--- config.mk ---
export PLATFORM = sky130hd
export DESIGN_NAME = nal_unit_fu_a_packetizer_unit
export DESIGN_NICKNAME = d
export VERILOG_FILES = /design/src/design/nufa_pkg.sv /design/src/design/nufa_front.sv /design/src/design/nufa_fifo.sv /design/src/design/nufa_back.sv /design/src/design/nal_unit_fu_a_packetizer_unit.sv
export SDC_FILE = /design/constraint.sdc
export NUM_CORES = 1
export LEC_CHECK = 0
export BUFFER_PORTS_ARGS = -buffer_cell sky130_fd_sc_hd__buf_2
export CAP_MARGIN = 20
export CELL_PAD_IN_SITES_DETAIL_PLACEMENT = 0
export CELL_PAD_IN_SITES_GLOBAL_PLACEMENT = 2
export CORE_ASPECT_RATIO = 1.4
export CORE_MARGIN = 5
export CORE_UTILIZATION = 40
export CTS_CLUSTER_DIAMETER = 120
export CTS_CLUSTER_SIZE = 10
export DETAILED_ROUTE_END_ITERATION = 8
export PLACE_DENSITY_LB_ADDON = 0.08
export SLEW_MARGIN = 20
export SYNTH_ARGS = -nofsm -noshare
export SYNTH_HDL_FRONTEND = slang
export SYNTH_SLANG_ARGS = --single-unit
export TNS_END_PERCENT = 1
--- constraint.sdc ---
create_clock -name clk -period 12.9 [get_ports clk]
set_input_delay 3.87 -clock clk [delete_from_list [all_inputs] [get_ports clk]]
set_output_delay 3.87 -clock clk [all_outputs]
set_load 0.05 [all_outputs]
--- src/design/nufa_pkg.sv ---
package nufa_pkg;

	localparam int LEN_W = 16;
	localparam int SEQ_W = 16;
	localparam int CFG_W = 16;
	localparam int CFG_IDX_W = 2;
	localparam int Q_DEPTH = 4;
	localparam int Q_PTR_W = $clog2(Q_DEPTH);
	localparam int Q_CNT_W = Q_PTR_W + 1;

	localparam logic [LEN_W-1:0] LIMIT_RST = LEN_W'(1400);
	localparam logic [LEN_W-1:0] FRAG_SIZE_RST = LEN_W'(1398);

	localparam logic [7:0] NRI_MASK = 8'h60;
	localparam logic [7:0] TYPE_MASK = 8'h1f;
	localparam logic [7:0] FU_A_TYPE = 8'd28;
	localparam logic [7:0] FU_START_BIT = 8'h80;
	localparam logic [7:0] FU_END_BIT = 8'h40;

	typedef enum logic [CFG_IDX_W-1:0] {
		CFG_LIMIT = 2'd0,
		CFG_FRAG_SIZE = 2'd1,
		CFG_START_SEQ = 2'd2
	} cfg_idx_t;

	typedef enum logic [1:0] {
		JOB_SINGLE = 2'd0,
		JOB_FRAG_OPEN = 2'd1,
		JOB_FRAG_DATA = 2'd2
	} job_kind_t;

	typedef enum logic [1:0] {
		STEP_IND = 2'd0,
		STEP_HDR = 2'd1,
		STEP_DATA = 2'd2
	} step_t;

	typedef struct packed {
		job_kind_t kind;
		logic [7:0] data_byte;
		logic [7:0] fu_ind;
		logic [7:0] fu_hdr;
		logic first;
		logic last;
		logic [SEQ_W-1:0] seq;
	} job_t;

	typedef struct packed {
		logic full;
		logic empty;
	} q_stat_t;

endpackage

--- src/design/nufa_front.sv ---
module nufa_front (
	input  logic clk,
	input  logic arst_n,
	input  logic cfg_we,
	input  logic [nufa_pkg::CFG_IDX_W-1:0] cfg_index,
	input  logic [nufa_pkg::CFG_W-1:0] cfg_data,
	input  logic accept,
	input  logic [7:0] data_byte,
	input  logic [nufa_pkg::LEN_W-1:0] nal_length,
	output logic push,
	output nufa_pkg::job_t job
);
	import nufa_pkg::*;

	logic [LEN_W-1:0] limit_q;
	logic [LEN_W-1:0] frag_size_q;
	logic [LEN_W-1:0] pos_q;
	logic [7:0] hdr_q;
	logic [LEN_W-1:0] fill_q;
	logic frag_q;
	logic [SEQ_W-1:0] seq_q;

	logic [LEN_W-1:0] len_w;
	logic [LEN_W-1:0] psize;
	logic [LEN_W:0] pos_inc;
	logic [LEN_W:0] fill_inc;
	logic [LEN_W-1:0] rem;
	logic nal_end;
	logic first_byte;
	logic frag_new;
	logic frag_eff;
	logic plast;
	logic fu_end;
	logic pkt_done;

	always_comb begin
		len_w = (nal_length == '0) ? LEN_W'(1) : nal_length;
		psize = (frag_size_q == '0) ? LEN_W'(1) : frag_size_q;
		pos_inc = {1'b0, pos_q} + (LEN_W+1)'(1);
		fill_inc = {1'b0, fill_q} + (LEN_W+1)'(1);
		nal_end = pos_inc >= {1'b0, len_w};
		first_byte = pos_q == '0;
		frag_new = (len_w > limit_q) && ((len_w - LEN_W'(1)) > psize);
		frag_eff = first_byte ? frag_new : frag_q;
		plast = nal_end || (fill_inc >= {1'b0, psize});
		rem = (pos_q < len_w) ? (len_w - pos_q) : LEN_W'(1);
		fu_end = rem <= psize;
	end

	always_comb begin
		job.data_byte = data_byte;
		job.fu_ind = (hdr_q & NRI_MASK) | FU_A_TYPE;
		job.fu_hdr = (hdr_q & TYPE_MASK) | ((pos_q == LEN_W'(1)) ? FU_START_BIT : 8'h00)
			| (fu_end ? FU_END_BIT : 8'h00);
		job.seq = seq_q;
		if (!frag_eff) begin
			job.kind = JOB_SINGLE;
			job.first = first_byte;
			job.last = nal_end;
		end else begin
			job.kind = (fill_q == '0) ? JOB_FRAG_OPEN : JOB_FRAG_DATA;
			job.first = 1'b0;
			job.last = plast;
		end
		push = accept && !(frag_eff && first_byte);
		pkt_done = push && job.last;
	end

	always_ff @(posedge clk or negedge arst_n) begin
		if (!arst_n) begin
			limit_q <= LIMIT_RST;
			frag_size_q <= FRAG_SIZE_RST;
			pos_q <= '0;
			hdr_q <= '0;
			fill_q <= '0;
			frag_q <= 1'b0;
			seq_q <= '0;
		end else begin
			if (cfg_we) begin
				unique case (cfg_index)
					CFG_LIMIT: limit_q <= cfg_data;
					CFG_FRAG_SIZE: frag_size_q <= cfg_data;
					CFG_START_SEQ: seq_q <= cfg_data;
					default: ;
				endcase
			end
			if (accept) begin
				pos_q <= nal_end ? '0 : pos_inc[LEN_W-1:0];
				if (first_byte) begin
					hdr_q <= data_byte;
					frag_q <= frag_new;
					fill_q <= '0;
				end else if (frag_q) begin
					fill_q <= plast ? '0 : fill_inc[LEN_W-1:0];
				end
				if (pkt_done) begin
					seq_q <= seq_q + SEQ_W'(1);
				end
			end
		end
	end

endmodule

--- src/design/nufa_fifo.sv ---
module nufa_fifo (
	input  logic clk,
	input  logic arst_n,
	input  logic push,
	input  nufa_pkg::job_t wr_job,
	input  logic pop,
	output nufa_pkg::job_t rd_job,
	output nufa_pkg::q_stat_t stat
);
	import nufa_pkg::*;

	job_t mem_q [Q_DEPTH];
	logic [Q_PTR_W-1:0] wr_ptr_q;
	logic [Q_PTR_W-1:0] rd_ptr_q;
	logic [Q_CNT_W-1:0] cnt_q;
	logic do_push;
	logic do_pop;

	always_comb begin
		stat.full = cnt_q == Q_CNT_W'(Q_DEPTH);
		stat.empty = cnt_q == '0;
		do_push = push && !stat.full;
		do_pop = pop && !stat.empty;
		rd_job = mem_q[rd_ptr_q];
	end

	always_ff @(posedge clk) begin
		if (do_push) begin
			mem_q[wr_ptr_q] <= wr_job;
		end
	end

	always_ff @(posedge clk or negedge arst_n) begin
		if (!arst_n) begin
			wr_ptr_q <= '0;
			rd_ptr_q <= '0;
			cnt_q <= '0;
		end else begin
			if (do_push) begin
				wr_ptr_q <= wr_ptr_q + Q_PTR_W'(1);
			end
			if (do_pop) begin
				rd_ptr_q <= rd_ptr_q + Q_PTR_W'(1);
			end
			if (do_push && !do_pop) begin
				cnt_q <= cnt_q + Q_CNT_W'(1);
			end else if (do_pop && !do_push) begin
				cnt_q <= cnt_q - Q_CNT_W'(1);
			end
		end
	end

`ifndef SYNTHESIS
	a_no_overflow: assert property (@(posedge clk) disable iff (!arst_n)
		push |-> !stat.full)
		else $error("queue written while full");
	a_no_underflow: assert property (@(posedge clk) disable iff (!arst_n)
		pop |-> !stat.empty)
		else $error("queue read while empty");
	a_cnt_bound: assert property (@(posedge clk) disable iff (!arst_n)
		cnt_q <= Q_CNT_W'(Q_DEPTH))
		else $error("queue count out of range");
`endif

endmodule

--- src/design/nufa_back.sv ---
module nufa_back (
	input  logic clk,
	input  logic arst_n,
	input  nufa_pkg::job_t head,
	input  nufa_pkg::q_stat_t stat,
	output logic pop,
	output logic m_tvalid,
	input  logic m_tready,
	output logic [23:0] m_tdata,
	output logic m_tlast,
	output logic [1:0] m_tuser
);
	import nufa_pkg::*;

	step_t step_q;
	logic out_valid_q;
	logic [7:0] byte_q;
	logic [SEQ_W-1:0] seq_q;
	logic first_q;
	logic last_q;
	logic run_last_q;

	logic advance;
	logic job_done;
	logic [7:0] nx_byte;
	logic nx_first;
	logic nx_last;
	logic nx_run_last;
	step_t nx_step;

	always_comb begin
		advance = !stat.empty && (!out_valid_q || m_tready);
		nx_byte = head.data_byte;
		nx_first = head.first;
		nx_last = head.last;
		nx_run_last = 1'b1;
		job_done = 1'b1;
		nx_step = STEP_IND;
		if (head.kind == JOB_FRAG_OPEN) begin
			unique case (step_q)
				STEP_IND: begin
					nx_byte = head.fu_ind;
					nx_first = 1'b1;
					nx_last = 1'b0;
					nx_run_last = 1'b0;
					job_done = 1'b0;
					nx_step = STEP_HDR;
				end
				STEP_HDR: begin
					nx_byte = head.fu_hdr;
					nx_first = 1'b0;
					nx_last = 1'b0;
					nx_run_last = 1'b0;
					job_done = 1'b0;
					nx_step = STEP_DATA;
				end
				default: ;
			endcase
		end
		pop = advance && job_done;
	end

	always_ff @(posedge clk or negedge arst_n) begin
		if (!arst_n) begin
			step_q <= STEP_IND;
			out_valid_q <= 1'b0;
		end else begin
			if (advance) begin
				step_q <= nx_step;
				out_valid_q <= 1'b1;
			end else if (m_tready) begin
				out_valid_q <= 1'b0;
			end
		end
	end

	always_ff @(posedge clk) begin
		if (advance) begin
			byte_q <= nx_byte;
			seq_q <= head.seq;
			first_q <= nx_first;
			last_q <= nx_last;
			run_last_q <= nx_run_last;
		end
	end

	assign m_tvalid = out_valid_q;
	assign m_tdata = {seq_q, byte_q};
	assign m_tlast = last_q;
	assign m_tuser = {run_last_q, first_q};

`ifndef SYNTHESIS
	a_step_in_open: assert property (@(posedge clk) disable iff (!arst_n)
		(step_q != STEP_IND) |-> (!stat.empty && head.kind == JOB_FRAG_OPEN))
		else $error("fragment opening step without an opening job");
	a_hold_on_stall: assert property (@(posedge clk) disable iff (!arst_n)
		(out_valid_q && !m_tready) |=> $stable(step_q))
		else $error("step advanced while output stalled");
`endif

endmodule

--- src/design/nal_unit_fu_a_packetizer_unit.sv ---
// channel | direction | tdata (low bit up)                 | tlast       | tuser (low bit up)
// s_*     | in        | data_byte[7:0], nal_length[23:8]   | -           | -
// m_*     | out       | out_byte[7:0], sequence_number[23:8] | packet_last | packet_first, run_last
// cfg_*   | in        | write: cfg_index selects, cfg_data 16 bits, no read-back
//
// One NAL byte is taken per cycle while the four-entry job queue has room.
// The output side gives one byte per cycle while m_tready is high and a job waits; a byte that
// opens an FU-A fragment gives three (indicator, FU header, data), a split NAL's header none, others one.
// Reset clears the byte position, mode, fill, sequence and the queue.
// Input and output stall independently; the queue takes up the difference.
module nal_unit_fu_a_packetizer_unit (
	input  logic clk,
	input  logic arst_n,
	input  logic cfg_we,
	input  logic [nufa_pkg::CFG_IDX_W-1:0] cfg_index,
	input  logic [nufa_pkg::CFG_W-1:0] cfg_data,
	input  logic s_tvalid,
	output logic s_tready,
	input  logic [23:0] s_tdata,   // data_byte, nal_length
	output logic m_tvalid,
	input  logic m_tready,
	output logic [23:0] m_tdata,   // out_byte, sequence_number
	output logic m_tlast,
	output logic [1:0] m_tuser     // packet_first, run_last
);
	import nufa_pkg::*;

	logic accept;
	logic push;
	logic pop;
	job_t wr_job;
	job_t head;
	q_stat_t stat;

	assign s_tready = !stat.full;
	assign accept = s_tvalid && s_tready;

	nufa_front u_front (
		.clk(clk),
		.arst_n(arst_n),
		.cfg_we(cfg_we),
		.cfg_index(cfg_index),
		.cfg_data(cfg_data),
		.accept(accept),
		.data_byte(s_tdata[7:0]),
		.nal_length(s_tdata[23:8]),
		.push(push),
		.job(wr_job)
	);

	nufa_fifo u_fifo (
		.clk(clk),
		.arst_n(arst_n),
		.push(push),
		.wr_job(wr_job),
		.pop(pop),
		.rd_job(head),
		.stat(stat)
	);

	nufa_back u_back (
		.clk(clk),
		.arst_n(arst_n),
		.head(head),
		.stat(stat),
		.pop(pop),
		.m_tvalid(m_tvalid),
		.m_tready(m_tready),
		.m_tdata(m_tdata),
		.m_tlast(m_tlast),
		.m_tuser(m_tuser)
	);

endmodule
* Yosys cells after proc, flatten, opt, wreduce, memory -nomap -nowiden *
Memories as Yosys holds them, arrays and structs flattened.
Cells that the tools add are included.

storage, ports and cells
  bits in latches = 0
  memories = 1
  RAM bits = 152
  flip-flop bits (word level) = 125
  bits in read-only memories = 0

operators by class
  $mul = 0
  mux-type cells = 33
  $add $sub $neg = 9
  reductions and logical operators = 34
  equality and inequality tests = 6
  div/mod/pow operators = 0
  magnitude comparators = 6
  shifts and indexed selects = 0
  bitwise gates (word level) = 2

memories
  memory        words  width  read ports  clocked after memory_dff  write ports  line             text
  u_fifo.mem_q  4      38     1           0                         1            nufa_fifo.sv:12  job_t mem_q [Q_DEPTH];

operators with widths
  kind                                                                     count
  16-bit two-way mux                                                       11
  16-bit zero test                                                         4
  16-bit by 1-bit adder with 17-bit output (second input constant)         2
  17-bit by 16-bit greater-or-equal comparator with 1-bit output           2
  16-bit > comparator                                                      2
  16-bit by 1-bit adder with 16-bit output (second input constant)         1
  16-bit by 1-bit equality test with 1-bit output (second input constant)  1
  16-bit <= comparator                                                     1
  16-bit < comparator                                                      1
  8-bit two-way mux                                                        2
  8-bit case mux with 2 select lines                                       1
  16-bit by 1-bit subtractor with 16-bit output (second input constant)    1
  16-bit subtractor                                                        1
  1-bit logical AND                                                        11
  1-bit two-way mux                                                        10
  2-bit two-way mux                                                        4
  5-bit by 8-bit OR with 8-bit output                                      1
  8-bit OR                                                                 1
  2-bit AND reduction                                                      4
  7-bit two-way mux                                                        1
  2-bit by 1-bit equality test with 1-bit output (second input constant)   3
  1-bit zero test                                                          6
  3-bit two-way mux                                                        2
  2-bit nonzero test                                                       3
  11 further kinds                                                         14

* Depth between registers and ports, before layout *
  word-level depth = 14
  depth in mapped cells = 29
  mapped depth without buffers = 27

* Cells and area by module *
From an unflattened synthesis, not the netlist that was laid out.

second synthesis, totals
  cells, all modules = 1251
  area, all modules = 15905.3 µm²

modules (own cells, without submodules)
  module                         cells an instance  area each (µm²)  times used
  nufa_front                     909                7875.1           1
  nufa_fifo                      266                6834.1           1
  nufa_back                      74                 1186.1           1
  nal_unit_fu_a_packetizer_unit  2                  10.0             1

* Worst setup path before layout *
Ideal clock, no wire load.

  kind = input to register
  from = input port s_tdata[14]
  to = memory u_fifo.mem_q[0][24] (netlist name) (data pin)
  data required time = 12644 ps
  setup time = 256 ps
  data arrival time = 8381 ps
  cell stages on the path = 29
  buffers on the path = 2
  slack = 4264 ps
  path through = buf_2 -> inv_1 -> nand4_1 -> nor2_1 -> nand2_1 -> nor2_1 -> nor2_1 -> ha_1 -> inv_1 -> fa_1 -> a21o_1 -> a21o_1 -> maj3_1 -> and2_1 -> o41ai_4 -> o21ai_1 -> o31ai_4 -> buf_6 -> nor2_1 -> ha_1 -> a21oi_1 -> o22ai_1 -> o21a_1 -> o21a_1 -> o21ai_0 -> nand2b_1 -> a21oi_1 -> o211ai_1 -> o41ai_1

RTL lines
  what                line                                 text
  start: declaration  nal_unit_fu_a_packetizer_unit.sv:19  input logic [23:0] s_tdata,
  end: declaration    nufa_fifo.sv:12

==> flow_summary.toml <==
[power_and_ir_drop]
ir_drop_mv = 0.151
power_per_cell_area_mw_per_mm2 = 211
power_mw = 3.45
leakage_nw = 6.42

[status]
status = "finished clean"

[critical_path]
cp.arrival_ns = 9.15
cp_slowest_stage_delay_ns = 0.54
critPathMaxFanout = 16
path_class = "input port to flip-flop"
cp-start-kind = "input port"
cp_slowest_cell = "o31ai_4"
critPathMostFrequentCell = "nor2_1"
critPathRequiredTime_ns = 13.15
endpoint_kind = "flip-flop"

[floorplanning]
die-area_sq_mm = 0.0406
die-width_um = 172
die_h_um = 236
ios = 76
start_util = 0.402
core_area_sq_mm = 0.0365
placement_rows = 83

[final_layout]
num_antenna_cells = 0
layout-drive-gt1-share = 0.168
nets = 1452
final_cell_mix = "edfxtp_1, inv_1, ha_1"
area_delta_synth_final_pct = 11.8
fin_util = 0.449
layout_commonest_cell = "edfxtp_1"

[sta]
hold_viol = 0
fin_crit_sh = 0.689
slew_viol_final = 0
fmax_ghz = 0.112
setup_viol = 0
relSlewSlack = 0.279
timing.final.crit_period_ns = 8.89
setup_tns_ns = 0
clock_skew_ns = 0.0179
rsz0062_at_grt = "false"
tightest_slew_ns = 1.08

[route]
routed-via-count = 9938
drcViolationCount = 0
antenna_left = 0
wire_per_inst_um = 22.7
first_pass_iters = 5
vias_per_cell = 5.54
drt-total-wl_mm = 40.6
drt-initial-drc-count = 670

[synth]
ys_seq_area_frac = 0.527
synth_cell_types = 83
synth_area_sq_mm = 0.0147
avgSynthCellArea_sq_um = 11.8
synthArstFlopShare = 0.359
syn_inst = 1237
syn_nets = 1388
yosys_warnings = 0
yosys.area.top_type = "edfxtp_1"
synth_seq_cells = 273
synth_edf_count = 175
ys_top_cells_by_area = "edfxtp_1, dfrtp_1, ha_1"
synth_ff_type = "edfxtp_1"
synth_top_area_frac = 0.359

[clocking]
numCtsBuffers = 31
clock-sinks = 273
htreeDepth = 1
ctsHoldBuffers = 0
clock_latency_ns = 0.56
postCtsSetupBuffers = 0
cts_resized = 0
cts_root_buf = "clkbuf_16"
cts_tree = "done"
clk_pin_slew_worst_paths_ns = 0.06
cts.path.max_buffers = 3

[place]
portBuffers = 75
dp_hpwl_mm = 30.0
routabilityCongestion = 0.922

[global_routing]
grt_overflow_total = 0
grt_max_degree = 57
antenna_found_initial = 0
grt_pass1_vias = 10200
track_usage = 0.200
grt_pass1_wl_mm = 62.0

[flow_run]
max_cap_violations = 0

[hold_path]
hp-class = "flip-flop to flip-flop"
synthesized netlist by cell type, drive strengths merged (3+ instances only):
library cell / number
a2111oi: 5
a211o: 6
a211oi: 11
a21boi: 3
a21o: 13
a21oi: 36
a221o: 7
a22o: 4
a31oi: 24
a32o: 15
and2: 13
and3: 15
and4: 5
buf: 26
clkbuf: 34
dfrtp: 85
dfstp: 13
edfxtp: 175
ha: 102
inv: 103
maj3: 3
mux2: 27
mux2i: 3
mux4: 32
nand2: 97
nand2b: 10
nand3: 50
nand3b: 3
nand4: 17
nor2: 72
nor2b: 9
nor3: 23
nor4: 17
o2111ai: 4
o211ai: 6
o21a: 5
o21ai: 57
o21bai: 3
o22ai: 10
o41ai: 3
or2: 4
or3: 3
xnor2: 46
xor2: 16
final timing paths:
path,start,end,slack [ns],cells after the start
setup / recovery,s_tdata[16],u_fifo.mem_q[1][24]$_DFFE_PP_,4.01,28
hold reg to reg,u_fifo.cnt_q[2]$_DFFE_PN0P_,u_fifo.cnt_q[2]$_DFFE_PN0P_,0.50,1
min in group asynchronous,arst_n,u_front.pos_q[7]$_DFFE_PN0P_,3.31,1
setup reg to reg,u_front.pos_q[0]$_DFFE_PN0P_,u_front.seq_q[7]$_DFF_PN0_,7.42,17
max in group asynchronous,arst_n,u_fifo.rd_ptr_q[0]$_DFFE_PN0P_,8.28,2
hold / removal,u_fifo.cnt_q[2]$_DFFE_PN0P_,u_fifo.cnt_q[2]$_DFFE_PN0P_,0.50,1
cell families (layout without fill, tap and decap cells):
| group | count (synthesis) | after routing | synth area share |
|---|---|---|---|
| compound gates | 228 | 228 | 0.110 |
| simple gates | 342 | 342 | 0.115 |
| fa+ha+maj | 107 | 107 | 0.0919 |
| buf+inv | 163 | 252 | 0.0470 |
| flops | 273 | 273 | 0.527 |
| xor+xnor | 62 | 62 | 0.0376 |
| mux | 62 | 62 | 0.0720 |
flip-flops by register name, summed over array words and instances (netlist names), 2 cells and up:
name / flops
u_fifo.mem_q: 148
u_back.seq_q: 16
u_front.fill_q: 16
u_front.frag_size_q: 16
u_front.limit_q: 16
u_front.pos_q: 16
u_front.seq_q: 16
u_back.byte_q: 8
u_front.hdr_q: 7
u_fifo.cnt_q: 3
u_back.step_q: 2
u_fifo.rd_ptr_q: 2
u_fifo.wr_ptr_q: 2
through the flow:
stage / setup slack (ns) / hold slack [ns] / instances / area, sq um
3_5_place_dp: 3.38 / 0.490 / 1734 / 15500
5_1_grt: 3.45 / 0.501 / 1793 / 16400
3_3_place_gp: 3.43 / 0.494 / 1734 / 15500
6_report: 4.01 / 0.501 / 1793 / 16400
2_1_floorplan: 4.26 / 0.464 / 1237 / 14700
4_1_cts: 3.95 / 0.499 / 1792 / 16300
layout make-up:
cell class                      count  area, sq um
Clock buffer                       56          870
Clock inverter                      2         17.5
Fill cell                        3426        20100
Inverter                          103          387
Multi-Input combinational cell    801         6270
Sequential cell                   273         7720
Tap cell                          467          584
Timing Repair Buffer               91          518
routing by layer:
layer,share of wire,track usage,vias up
met3,0.040,0.0240,58
met4,0.031,0.0603,0
li1,-,-,4711
met5,0,0,-
met2,0.51,0.352,222
met1,0.42,0.256,4947
critical path: cells and delay by family:
family | cells | cell delay, ns
simple gates | 8 | 1.08
fa+ha+maj | 4 | 1.30
compound gates | 13 | 2.57
buf+inv | 3 | 0.31
power by group:
| group | total (mW) | leakage, nW | switching [mW] | internal (mW) |
|---|---|---|---|---|
| Sequential | 1.42 | 2.81 | 0.161 | 1.26 |
| Clock | 0.791 | 0.421 | 0.340 | 0.451 |
| Combinational | 1.24 | 3.18 | 0.792 | 0.450 |
| Total | 3.45 | 6.42 | 1.29 | 2.16 |
No activity file was read; power rests on OpenSTA's default activity.
